File: src/hdl/wgm_pkg.sv
// Shared types and constants of the wildcard glob matcher.
`timescale 1ns / 1ps
`default_nettype none

package wgm_pkg;

    // Command codes carried on the input channel.
    localparam logic [1:0] CMD_PATTERN = 2'd0;
    localparam logic [1:0] CMD_VALUE   = 2'd1;
    localparam logic [1:0] CMD_REPORT  = 2'd2;

    // Pattern bytes with a special meaning.
    localparam logic [7:0] GLOB_ANY_RUN = 8'h2A;
    localparam logic [7:0] GLOB_ANY_ONE = 8'h3F;

    // Depth of the queue between the front and the back part.
    localparam int unsigned Q_DEPTH = 2;
    localparam int unsigned Q_PTR_W = 1;
    localparam int unsigned Q_CNT_W = 2;

    typedef enum logic [1:0] {
        OP_PATTERN,
        OP_VALUE,
        OP_REPORT
    } t_op;

    typedef struct packed {
        t_op        op;
        logic [7:0] data;
        logic       last;
    } t_entry;

endpackage : wgm_pkg

`default_nettype wire

File: src/hdl/wgm_ifs.sv
// Channel interfaces of the wildcard glob matcher: input beats and result beats.
`timescale 1ns / 1ps
`default_nettype none

interface wgm_in_if;
    logic       valid;
    logic       ready;
    logic [1:0] command;
    logic [7:0] data_byte;
    logic       last;

    modport source (output valid, output command, output data_byte, output last,
                    input ready);
    modport sink   (input valid, input command, input data_byte, input last,
                    output ready);
endinterface : wgm_in_if

interface wgm_out_if;
    logic valid;
    logic ready;
    logic matched;
    logic pattern_too_long;

    modport source (output valid, output matched, output pattern_too_long,
                    input ready);
    modport sink   (input valid, input matched, input pattern_too_long,
                    output ready);
endinterface : wgm_out_if

`default_nettype wire

File: src/hdl/wgm_front.sv
// Front part: accepts input beats, decodes the command and registers one entry.
`timescale 1ns / 1ps
`default_nettype none

module wgm_front
    import wgm_pkg::*;
(
    input  wire logic   i_clk,
    input  wire logic   i_rst_n,
    wgm_in_if.sink      i_in,
    output logic        o_valid,
    output t_entry      o_entry,
    input  wire logic   i_ready
);

    logic   r_valid;
    logic   n_valid;
    t_entry r_entry;
    t_entry n_entry;
    logic   w_take;
    logic   w_keep;

    assign i_in.ready = !r_valid || i_ready;
    assign w_take     = i_in.valid && i_in.ready;

    // Decode the command; the unused code is accepted and dropped here.
    always_comb begin
        n_valid = r_valid && !i_ready;
        n_entry = r_entry;
        w_keep  = 1'b1;
        if (w_take) begin
            n_entry.data = i_in.data_byte;
            n_entry.last = i_in.last;
            case (i_in.command)
                CMD_PATTERN: n_entry.op = OP_PATTERN;
                CMD_VALUE:   n_entry.op = OP_VALUE;
                CMD_REPORT:  n_entry.op = OP_REPORT;
                default: begin
                    n_entry.op = OP_VALUE;
                    w_keep     = 1'b0;
                end
            endcase
            n_valid = w_keep;
        end
    end

    always_ff @(posedge i_clk) begin
        if (!i_rst_n) begin
            r_valid <= 1'b0;
        end else begin
            r_valid <= n_valid;
        end
        r_entry <= n_entry;
    end

    assign o_valid = r_valid;
    assign o_entry = r_entry;

endmodule : wgm_front

`default_nettype wire

File: src/hdl/wgm_queue.sv
// Short queue of decoded entries between the front and the back part.
`timescale 1ns / 1ps
`default_nettype none

module wgm_queue
    import wgm_pkg::*;
(
    input  wire logic   i_clk,
    input  wire logic   i_rst_n,
    input  wire logic   i_valid,
    input  wire t_entry i_entry,
    output logic        o_ready,
    output logic        o_valid,
    output t_entry      o_entry,
    input  wire logic   i_pop
);

    t_entry               r_mem [Q_DEPTH];
    logic [Q_PTR_W-1:0]   r_wr;
    logic [Q_PTR_W-1:0]   r_rd;
    logic [Q_CNT_W-1:0]   r_count;
    logic                 w_push;
    logic                 w_pop;

    assign o_ready = (r_count != Q_CNT_W'(Q_DEPTH));
    assign o_valid = (r_count != '0);
    assign o_entry = r_mem[r_rd];
    assign w_push  = i_valid && o_ready;
    assign w_pop   = i_pop && o_valid;

    always_ff @(posedge i_clk) begin
        if (!i_rst_n) begin
            r_wr    <= '0;
            r_rd    <= '0;
            r_count <= '0;
        end else begin
            if (w_push) begin
                r_wr <= r_wr + Q_PTR_W'(1);
            end
            if (w_pop) begin
                r_rd <= r_rd + Q_PTR_W'(1);
            end
            case ({w_push, w_pop})
                2'b10:   r_count <= r_count + Q_CNT_W'(1);
                2'b01:   r_count <= r_count - Q_CNT_W'(1);
                default: r_count <= r_count;
            endcase
        end
    end

    always_ff @(posedge i_clk) begin
        if (w_push) begin
            r_mem[r_wr] <= i_entry;
        end
    end

endmodule : wgm_queue

`default_nettype wire

File: src/hdl/wgm_back.sv
// Back part: pattern store, live position vector and the result register.
`timescale 1ns / 1ps
`default_nettype none

module wgm_back
    import wgm_pkg::*;
#(
    parameter int unsigned PATTERN_MAX = 64
) (
    input  wire logic   i_clk,
    input  wire logic   i_rst_n,
    input  wire logic   i_valid,
    input  wire t_entry i_entry,
    output logic        o_pop,
    wgm_out_if.source   o_out
);

    localparam int unsigned LEN_W  = $clog2(PATTERN_MAX + 1);
    localparam int unsigned IDX_W  = (PATTERN_MAX > 1) ? $clog2(PATTERN_MAX) : 1;
    localparam int unsigned LEVELS = $clog2(PATTERN_MAX + 1);

    logic [7:0]             r_store [PATTERN_MAX];
    logic [LEN_W-1:0]       r_len;
    logic [LEN_W-1:0]       n_len;
    logic                   r_ovf;
    logic                   n_ovf;
    logic                   r_complete;
    logic                   n_complete;
    logic [PATTERN_MAX:0]   r_live;
    logic [PATTERN_MAX:0]   n_live;
    logic                   r_out_valid;
    logic                   n_out_valid;
    logic                   r_matched;
    logic                   n_matched;
    logic                   r_too_long;
    logic                   n_too_long;

    logic [PATTERN_MAX-1:0] w_star;
    logic [PATTERN_MAX-1:0] w_step;
    logic [PATTERN_MAX:0]   w_g [LEVELS+1];
    logic [PATTERN_MAX:0]   w_p [LEVELS+1];
    logic [PATTERN_MAX:0]   w_closed;
    logic [PATTERN_MAX:0]   w_advanced;
    logic [LEN_W-1:0]       w_base;
    logic                   w_wr_en;
    logic                   w_out_free;

    // Per-position classification against the current value byte.
    always_comb begin
        for (int i = 0; i < PATTERN_MAX; i++) begin
            w_star[i] = (LEN_W'(i) < r_len) && (r_store[i] == GLOB_ANY_RUN);
            w_step[i] = (LEN_W'(i) < r_len) && (r_store[i] != GLOB_ANY_RUN)
                        && ((r_store[i] == GLOB_ANY_ONE) || (r_store[i] == i_entry.data));
        end
    end

    // Closure over star runs as a parallel prefix: a live bit carries forward
    // through every following position whose predecessor is a star.
    always_comb begin
        w_g[0] = r_live;
        w_p[0] = {w_star, 1'b0};
        for (int k = 0; k < LEVELS; k++) begin
            for (int j = 0; j <= PATTERN_MAX; j++) begin
                if (j >= (1 << k)) begin
                    w_g[k+1][j] = w_g[k][j] | (w_p[k][j] & w_g[k][j - (1 << k)]);
                    w_p[k+1][j] = w_p[k][j] & w_p[k][j - (1 << k)];
                end else begin
                    w_g[k+1][j] = w_g[k][j];
                    w_p[k+1][j] = w_p[k][j];
                end
            end
        end
        w_closed = w_g[LEVELS];
    end

    // One value byte: a star keeps its position, a match moves one forward.
    always_comb begin
        w_advanced = '0;
        for (int j = 0; j < PATTERN_MAX; j++) begin
            w_advanced[j]   = w_advanced[j] | (w_closed[j] & w_star[j]);
            w_advanced[j+1] = w_closed[j] & w_step[j];
        end
    end

    assign w_out_free = !r_out_valid || o_out.ready;
    assign o_pop      = i_valid && ((i_entry.op != OP_REPORT) || w_out_free);
    assign w_base     = r_complete ? '0 : r_len;

    always_comb begin
        n_len       = r_len;
        n_ovf       = r_ovf;
        n_complete  = r_complete;
        n_live      = r_live;
        n_out_valid = r_out_valid && !o_out.ready;
        n_matched   = r_matched;
        n_too_long  = r_too_long;
        w_wr_en     = 1'b0;
        if (o_pop) begin
            case (i_entry.op)
                OP_PATTERN: begin
                    n_ovf = r_complete ? 1'b0 : r_ovf;
                    if (w_base < LEN_W'(PATTERN_MAX)) begin
                        w_wr_en = 1'b1;
                        n_len   = w_base + LEN_W'(1);
                    end else begin
                        n_len = w_base;
                        n_ovf = 1'b1;
                    end
                    n_complete = i_entry.last;
                    n_live     = {{PATTERN_MAX{1'b0}}, 1'b1};
                end
                OP_VALUE: begin
                    n_live = w_advanced;
                end
                OP_REPORT: begin
                    n_out_valid = 1'b1;
                    n_matched   = w_closed[r_len] && !r_ovf;
                    n_too_long  = r_ovf;
                    n_live      = {{PATTERN_MAX{1'b0}}, 1'b1};
                end
                default: begin
                    n_live = r_live;
                end
            endcase
        end
    end

    always_ff @(posedge i_clk) begin
        if (!i_rst_n) begin
            r_len       <= '0;
            r_ovf       <= 1'b0;
            r_complete  <= 1'b1;
            r_live      <= {{PATTERN_MAX{1'b0}}, 1'b1};
            r_out_valid <= 1'b0;
        end else begin
            r_len       <= n_len;
            r_ovf       <= n_ovf;
            r_complete  <= n_complete;
            r_live      <= n_live;
            r_out_valid <= n_out_valid;
        end
        r_matched  <= n_matched;
        r_too_long <= n_too_long;
    end

    always_ff @(posedge i_clk) begin
        if (w_wr_en) begin
            r_store[w_base[IDX_W-1:0]] <= i_entry.data;
        end
    end

    assign o_out.valid            = r_out_valid;
    assign o_out.matched          = r_matched;
    assign o_out.pattern_too_long = r_too_long;

endmodule : wgm_back

`default_nettype wire

File: src/hdl/wildcard_glob_matcher.sv
// Top level of the wildcard glob matcher: front, queue and back part.
`timescale 1ns / 1ps
`default_nettype none

// The matcher takes a glob pattern one byte per beat (command 0, with last on
// the final byte) and then any number of values one byte per beat (command 1),
// each closed by a report beat (command 2) that yields one result beat with
// matched and pattern_too_long. A '*' in the pattern matches any run of bytes,
// including none, a '?' matches exactly one byte, and every other byte must be
// equal. The block sustains one input beat per clock unless a report stalls
// behind a waiting result: every stored pattern position is updated in
// parallel for each value byte, and the combinational update of the live
// position vector, a parallel prefix over runs of stars, sets that figure. A
// report beat passes the front register, the queue and the result register;
// a result waiting on the output does not stop input beats from flowing, only a
// second report stalls behind it. A pattern byte that arrives while a value is
// in progress restarts that value, and a value may be matched against a
// pattern that is still being loaded. A pattern with more than PATTERN_MAX
// bytes keeps its first PATTERN_MAX bytes and reports pattern_too_long with
// matched low. Command code 3 is accepted and ignored. There is no clearing
// pass after reset: the pattern store is only read below its fill count.
module wildcard_glob_matcher
    import wgm_pkg::*;
#(
    parameter int unsigned PATTERN_MAX = 64
) (
    input  wire logic   i_clk,
    input  wire logic   i_rst_n,
    wgm_in_if.sink      i_in,
    wgm_out_if.source   o_out
);

    logic   w_f_valid;
    t_entry w_f_entry;
    logic   w_q_ready;
    logic   w_q_valid;
    t_entry w_q_entry;
    logic   w_pop;

    // The front decodes commands into entries and registers one of them.
    wgm_front u_front (
        .i_clk   (i_clk),
        .i_rst_n (i_rst_n),
        .i_in    (i_in),
        .o_valid (w_f_valid),
        .o_entry (w_f_entry),
        .i_ready (w_q_ready)
    );

    // The queue lets the front keep accepting while the back waits on a result.
    wgm_queue u_queue (
        .i_clk   (i_clk),
        .i_rst_n (i_rst_n),
        .i_valid (w_f_valid),
        .i_entry (w_f_entry),
        .o_ready (w_q_ready),
        .o_valid (w_q_valid),
        .o_entry (w_q_entry),
        .i_pop   (w_pop)
    );

    // The back holds the pattern and the live positions and drives results.
    wgm_back #(
        .PATTERN_MAX (PATTERN_MAX)
    ) u_back (
        .i_clk   (i_clk),
        .i_rst_n (i_rst_n),
        .i_valid (w_q_valid),
        .i_entry (w_q_entry),
        .o_pop   (w_pop),
        .o_out   (o_out)
    );

    // The back only takes an entry that the queue actually holds.
    a_pop_from_filled: assert property (@(posedge i_clk) disable iff (!i_rst_n)
        w_pop |-> w_q_valid)
        else $error("entry taken from an empty queue");

    // A report taken from the queue shows up as a result beat next cycle.
    a_report_to_result: assert property (@(posedge i_clk) disable iff (!i_rst_n)
        (w_pop && w_q_valid && (w_q_entry.op == OP_REPORT)) |=> o_out.valid)
        else $error("report entry produced no result beat");

    // An overflowed pattern never reports a match.
    a_no_match_on_overflow: assert property (@(posedge i_clk) disable iff (!i_rst_n)
        o_out.valid |-> !(o_out.matched && o_out.pattern_too_long))
        else $error("match reported for an overflowed pattern");

endmodule : wildcard_glob_matcher

`default_nettype wire

File: src/flat_wrapper.sv
// flat-port wrapper written by rule: the top's interface ports become plain ports
module wildcard_glob_matcher_flat import wgm_pkg::*;
#(
    parameter int unsigned PATTERN_MAX = 64
)
  (i_clk, i_rst_n, i_in_valid, i_in_command, i_in_data_byte, i_in_last, i_in_ready, o_out_valid, o_out_matched, o_out_pattern_too_long, o_out_ready);
  wgm_in_if i_in_i ();
  wgm_out_if o_out_i ();
  input  wire logic i_clk;
  input  wire logic i_rst_n;
  input wire logic [$bits(i_in_i.valid)-1:0] i_in_valid;
  input wire logic [$bits(i_in_i.command)-1:0] i_in_command;
  input wire logic [$bits(i_in_i.data_byte)-1:0] i_in_data_byte;
  input wire logic [$bits(i_in_i.last)-1:0] i_in_last;
  output wire logic [$bits(i_in_i.ready)-1:0] i_in_ready;
  output wire logic [$bits(o_out_i.valid)-1:0] o_out_valid;
  output wire logic [$bits(o_out_i.matched)-1:0] o_out_matched;
  output wire logic [$bits(o_out_i.pattern_too_long)-1:0] o_out_pattern_too_long;
  input wire logic [$bits(o_out_i.ready)-1:0] o_out_ready;
  assign i_in_i.valid = i_in_valid;
  assign i_in_i.command = i_in_command;
  assign i_in_i.data_byte = i_in_data_byte;
  assign i_in_i.last = i_in_last;
  assign i_in_ready = i_in_i.ready;
  assign o_out_valid = o_out_i.valid;
  assign o_out_matched = o_out_i.matched;
  assign o_out_pattern_too_long = o_out_i.pattern_too_long;
  assign o_out_i.ready = o_out_ready;
  wildcard_glob_matcher #(.PATTERN_MAX(PATTERN_MAX)) u_core (.i_clk(i_clk), .i_rst_n(i_rst_n), .i_in(i_in_i), .o_out(o_out_i));
endmodule
File: config.mk
export PLATFORM = sky130hd
export DESIGN_NAME = wildcard_glob_matcher_flat
export DESIGN_NICKNAME = d
export VERILOG_FILES = /design/src/hdl/wgm_pkg.sv /design/src/hdl/wgm_ifs.sv /design/src/hdl/wgm_front.sv /design/src/hdl/wgm_queue.sv /design/src/hdl/wgm_back.sv /design/src/hdl/wildcard_glob_matcher.sv /design/src/flat_wrapper.sv
export SDC_FILE = /design/constraint.sdc
export NUM_CORES = 1
export LEC_CHECK = 0
export ABC_AREA = 0
export BUFFER_PORTS_ARGS = -buffer_cell sky130_fd_sc_hd__buf_2
export CAP_MARGIN = 20
export CORE_AREA = 2 2 271 273
export DETAILED_ROUTE_END_ITERATION = 12
export DIE_AREA = 0 0 273 275
export SLEW_MARGIN = 20
export SYNTH_ARGS = -nofsm -noshare
export SYNTH_HDL_FRONTEND = slang
export SYNTH_SLANG_ARGS = --single-unit
File: constraint.sdc
create_clock -name i_clk -period 12.1 [get_ports i_clk]
set_clock_uncertainty 0.2 [all_clocks]
set_input_delay 1.815 -clock i_clk [delete_from_list [all_inputs] [get_ports i_clk]]
set_output_delay 1.815 -clock i_clk [all_outputs]
set_load 0.02 [all_outputs]
Word level (Yosys, flattened, before mapping)
Memories as Yosys holds them, arrays and structs flattened. A register that Yosys moved wholly into a read port is not among the register bits. Cells that the tools add are included.

Add/subtract/negate cells: 5. $mul: 0. Divide/modulo/power cells: 0. Order comparisons: 66. Equality and inequality tests: 265. Shift-type cells: 0. Muxes and demuxes: 22. Bitwise logic cells: 1110. Reductions and logical operators: 282.

Operators with widths (count): 8-bit by 6-bit == test with 1-bit output (second input constant) (128); 1-bit AND (719); 8-bit == test (64); 8-bit by 6-bit inequality test with 1-bit output (second input constant) (64); 1-bit bitwise OR (391); 6-bit by 7-bit less-than comparator with 1-bit output (first input constant) (32); 1-bit logical AND (199); 65-bit one-hot mux with 2 select lines (1); 5-bit by 7-bit less-than comparator with 1-bit output (first input constant) (16); 1-bit logical OR (67); 4-bit by 7-bit less-than comparator with 1-bit output (first input constant) (8); 3-bit by 7-bit less-than comparator with 1-bit output (first input constant) (4); 1-bit 2-to-1 mux (16); 1-bit by 7-bit less-than comparator with 1-bit output (first input constant) (2); 2-bit by 7-bit less-than comparator with 1-bit output (first input constant) (2); 7-bit 2-to-1 mux (2); 7-bit by 8-bit less-than comparator with 1-bit output (second input constant) (1); 2-bit one-hot mux with 2 select lines (2); 7-bit by 1-bit adder with 7-bit output (second input constant) (1); 1-bit binary-select mux with 7-bit select (1); 7-bit less-than comparator (second input constant) (1); 2-bit by 1-bit == test with 1-bit output (second input constant) (3); 2-bit == test (second input constant) (3); 2-bit inequality test (second input constant) (3); other kinds (10) (20).

Flip-flop bits (word level): 93. Latch bits: 0. RAM bits: 534. ROM bits: 0. Input bits: 15. Output and inout port bits: 4. Logic and storage cells: 1766. Memories: 2.

Memory list: u_core.u_back.r_store (depth 64, bits a word 8, rd ports 64, clocked after memory_dff 0, wr ports 1, RTL line wgm_back.sv:22) `logic [7:0] r_store [PATTERN_MAX];`; u_core.u_queue.r_mem (depth 2, bits a word 11, rd ports 1, clocked after memory_dff 1, wr ports 1, RTL line wgm_queue.sv:18) `t_entry r_mem [Q_DEPTH];`.

Longest topological paths before layout
An unclocked memory read counts as a cell.

Word-level depth: 19. Gate-level depth with buffers: 17. Mapped depth without buffers: 14.

Cells and area by module
From an unflattened synthesis, not the netlist that was laid out.

Cell total of the unflattened synthesis: 3193. Area total of the unflattened synthesis: 34250.3 sq um.

By module, submodules not included: wgm_back (times used 1, cells each 3117, area each 32830.2 sq um, sequential area each 16936.2 sq um); wgm_queue (times used 1, cells each 58, area each 1024.7 sq um, sequential area each 760.7 sq um); wgm_front (times used 1, cells each 18, area each 395.4 sq um, sequential area each 350.3 sq um).

Worst setup path before layout
No wires, ideal clock.

Kind: flip-flop to flip-flop. Start: memory u_core.u_back.r_store[8][2]. End: register u_core.u_back.r_matched (netlist: u_core.u_back.o_out.matched) (data pin). Setup time: 0.190 ns. Arrival: 4.551 ns. Data required time: 11.710 ns. Slack: 7.158 ns. Stages on the path, launching flop included: 15. Path buffers: 0. Clock period less this slack: 4.942 ns. Cells stage by stage: edfxtp_1 or4_4 a2111oi_4 nand3_2 or3_1 a21oi_2 nor3b_1 o21a_1 o31a_1 o21ba_1 o21a_1 mux4_2 o221a_1 or4_1 a2111oi_2.

RTL lines: from (decl) (RTL line wgm_back.sv:22); to (signal assigned) (RTL line wgm_back.sv:142) `r_matched <= n_matched;`; to (decl) (RTL line wgm_back.sv:33) `logic r_matched;`.

Worst setup path in the final report
Start: register u_core.u_back.r_len[2]. End: register u_core.u_back.r_matched (netlist: u_core.u_back.o_out.matched) (data pin).

Word-level cells in the longest chain between the ends: 18. Elaborated cells on any way between the ends: 1051. Those cells by class: order compare: 64; mux: 2; bitwise: 920; reduce/logical: 65.

RTL lines: from (decl) (RTL line wgm_back.sv:23) `logic [LEN_W-1:0] r_len;`; from (signal assigned) (RTL line wgm_back.sv:136) `r_len <= n_len;`; 1-bit by 7-bit less-than comparator with 1-bit output (RTL line wgm_back.sv:51) `w_star[i] = (LEN_W'(i) < r_len) && (r_store[i] == GLOB_ANY_RUN);`; 1-bit logical AND (RTL line wgm_back.sv:51); 1-bit AND (RTL line wgm_back.sv:65) `w_g[k+1][j] = w_g[k][j] | (w_p[k][j] & w_g[k][j - (1 << k)]);`; 1-bit bitwise OR (RTL line wgm_back.sv:65); 1-bit AND (RTL line wgm_back.sv:65); 1-bit bitwise OR (RTL line wgm_back.sv:65); 1-bit AND (RTL line wgm_back.sv:65); 1-bit bitwise OR (RTL line wgm_back.sv:65); 1-bit AND (RTL line wgm_back.sv:65); 1-bit bitwise OR (RTL line wgm_back.sv:65); 1-bit AND (RTL line wgm_back.sv:65); 1-bit bitwise OR (RTL line wgm_back.sv:65); 1-bit AND (RTL line wgm_back.sv:65); 1-bit bitwise OR (2 in a row) (RTL line wgm_back.sv:65); 1-bit binary-select mux with 7-bit select * (RTL line wgm_back.sv:117) `n_matched = w_closed[r_len] && !r_ovf;`; 1-bit 2-to-1 mux (not written as such) * (RTL line wgm_back.sv:117); 1-bit logical AND * (RTL line wgm_back.sv:117).

Every way passes the cells marked *; elsewhere a longest branch is shown, timed or not. The select of a mux whose other input is x is not followed. A chain may end at the register's enable or synchronous reset.

==> summary.md <==
| Metric | Value |
|---|---|
| Synth Area in XOR/XNOR | `13.7%` |
| CP most frequent cell | `a211oi_1` |
| CP Launch Type | `flop` |
| Slowest stage delay, CP | `0.81 ns` |
| P&R area growth vs syn | `10.7%` |
| Period utilization | `53.1%` |
| Post-CTS sizing | `0` |
| Mean area per synthesized cell | `10.8 µm²` |
| Total power | `5.91 mW` |
| Global-route wire length before repair | `157000 µm` |
| CP arrival | `6.64 ns` |
| Post-CTS Setup Bufs | `0` |
| Worst skew pair latency | `0.63 ns` |
| Vias | `25261` |
| Drt via density | `6.20` |
| Relative slew margins | `16.7%` |
| Synth top area share | `49.8%` |
| Initial antenna violation count | `0` |
| WL/cell | `25.9 µm` |
| CTS tree | `built` |
| Mapped Area | `0.0330 mm²` |
| Root Buffer | `clkbuf_16` |
| Mux cell area share after synthesis | `0.687%` |
| Worst-path clk slew | `0.06 ns` |
| Post-synthesis compound-gate area fraction | `11.8%` |
| Simple-Gate Fraction of Synth Area | `17.0%` |
| Synth cell types | `90` |
| CP required | `12.32 ns` |
| Area leader, netlist | `edfxtp_1` |
| Met2 Usage GRT | `46.9%` |
| Fin crit period | `6.42 ns` |
| Setup violators final | `0` |
| Input/output buffers | `18` |
| Final RePlAce weighted congestion | `0.981` |
| Least-Margin Pin Slew | `1.25 ns` |
| First-pass DRT Iterations | `6` |
| EDFF count, synth | `547` |
| Peak supply drop | `0.160 mV` |
| Status | `finished clean` |
| # hold bufs at CTS | `0` |
| Post-synthesis net count | `3066` |
| Num rows | `99` |
| Most Crowded Layer GR | `met2` |
| Sequential area share after synthesis | `54.7%` |
| Initial Utilization | `45.6%` |
| Vias in the first global route | `25338` |
| Crit end category | `flop` |
| Cells after Synth | `3049` |
| Worst path cell trace | `buf_4, o41ai_1, a2111oi_2, nand3_1, or2_1, nor4_2, nand2_1, a211oi_1, nor2_1, a211oi_1, nor2_1, o311ai_0, a211oi_1, or4_1, a2111oi_2` |
| Most frequent cell after synthesis | `edfxtp_1` |
| Power Density | `162 mW/mm²` |
| Max Fclk | `156 MHz` |
| Grt ovf | `0` |
| Post-place setup slack | `5.84 ns` |
| Setup ws final | `5.68 ns` |
| GRT Util Overall | `28.0%` |
| Placed insts | `3945` |
| #FFs+latches synth | `628` |
| CTS Buf Count | `70` |
| Met3 Use GR | `4.02%` |
| DRC errors left | `0` |
| Post-Synth Adder-Cell Area | `0.0759%` |
| Share of cells above drive strength 1 | `7.20%` |
| Worst hold path type | `flop to flop` |
| CP Class | `flop to flop` |
| Final ANT Viol Nets | `0` |
| Async set-reset flop share out of synthesis | `0%` |
| Max-cap violation count | `0` |
| Max Transition Viols Final | `0` |
| Ports | `19` |
| Synth Flop Type | `edfxtp_1` |
| Lkg Pwr | `10.6 nW` |
| Die Height | `275 µm` |
| Setup TNS | `0 ns` |
| CP max stage cell | `dfxtp_1` |
| Synth top area cells | `edfxtp_1 (50%), xnor2_1 (13%), dfxtp_1 (4.9%), nor2_1 (3.6%), nand2_1 (3.1%)` |
| DP HPWL | `69800 µm` |
| Hold Vio Cnt, Final | `0` |
| Crit Path Max Fanout | `21` |
| Largest net degree at the start of global routing | `68` |
| Main combinational cell family by area after synthesis | `simple AND/OR/NAND/NOR gates` |
| Iter 0 DRT Violations | `2127` |
| CTS sink count | `628` |
| YS warnings | `0` |
| Core area | `0.0723 mm²` |
| Routed WL | `106000 µm` |
| # diodes | `0` |
| Final Net Count | `3076` |
| CTS Buffer Depth | `3` |
| Met1 usage | `36.9%` |
| Die span in x | `273 µm` |
| Most common library cells after synthesis | `edfxtp_1 (547), xnor2_1 (507), nor2_1 (315), nand2_1 (268), a21oi_1 (162)` |
| Layout Cells excl Fill | `4072` |
| Die area | `0.0751 mm²` |
| RSZ-0062 raised after global routing | `false` |
| H-tree depth | `3` |
==> per-layer routing <==
metal / up-vias / share of wire (%)
met5: - / 0
met4: 0 / 3.4
met3: 209 / 6.6
met2: 967 / 48
met1: 12660 / 42
li1: 11425 / -
==> final cells by class <==
cell class	count	area (µm²)
clock buffers	91	1870
clock inverters	35	387
fillers	6431	35800
inverters	42	158
multi-input cells	2257	14400
flip-flops and latches	628	18000
well taps	959	1200
repair buffers	60	425
==> cell usage in the layout, fill, tap and decap left out, types with 41 or more instances in the layout <==
master,count
edfxtp_1,547
a21oi_1,162
xnor2_1,507
nor4_1,150
buf_4,41
clkbuf_16,70
nor2_1,313
nand3_1,69
nand2_1,268
nand4_1,44
dfxtp_1,80
o21ai_0,119
nor3_1,72
==> stage by stage <==
step / util (%) / hold slack, ns / cell area, µm²
6_report: 50.5 / 0.238 / 36500
5_1_grt: 50.5 / 0.247 / 36500
4_1_cts: 50.4 / 0.238 / 36500
3_5_place_dp: 47.3 / 0.231 / 34200
3_3_place_gp: 47.3 / 0.226 / 34200
2_1_floorplan: - / 0.221 / 33000
==> report_power, final <==
| group | internal [mW] | leakage [nW] | switching (mW) |
|---|---|---|---|
| sequential | 2.50 | 5.58 | 0.0206 |
| clock | 1.23 | 1.10 | 0.884 |
| combinational | 0.395 | 3.89 | 0.885 |
| total | 4.12 | 10.6 | 1.79 |
==> path summary, 6_finish.rpt <==
kind	from	endpoint	slack, ns	cells past startpoint
max	u_core.u_back.r_len[2]	u_core.u_back.o_out.matched	5.68	15
min	u_core.u_front.o_entry[8]	u_core.u_queue.r_mem[1][8]	0.24	0
max reg2reg	u_core.u_back.r_len[2]	u_core.u_back.o_out.matched	5.68	15
min reg2reg	u_core.u_front.o_entry[8]	u_core.u_queue.r_mem[1][8]	0.24	0
==> worst max-delay path, delay by kind of cell, from the launching register on <==
kind | cells | cell delay [ns]
buffers and inverters | 1 | 0.39
flip-flops | 1 | 0.81
AO/OA/AOI/OAI | 7 | 2.74
AND/OR/NAND/NOR | 7 | 2.08
==> registers in the layout, summed over array words and instances (netlist names), named ones only <==
register                              count
u_core.u_back.r_store                   512
u_core.u_back.r_ovf                       1
u_core.u_back.o_out.pattern_too_long      1
u_core.u_back.r_len                       7
u_core.u_queue.r_count                    2
u_core.u_back.r_live                     65
u_core.u_queue.r_rd                       1
u_core.u_back.o_out.matched               1
u_core.u_back.o_out.valid                 1
u_core.u_queue.r_mem                     22
u_core.u_front.o_valid                    1
u_core.u_queue.r_wr                       1
u_core.u_back.r_complete                  1
u_core.u_front.o_entry                   11
==> cells by family after synthesis <==
family                   after synthesis
AND/OR/NAND/NOR                     1129
flip-flops                           628
adder cells (fa/ha/maj)                2
multiplexers                          21
buffers and inverters                164
AO/OA/AOI/OAI                        588
XOR/XNOR                             517
Note: power is estimated with default switching activity, not from simulation.
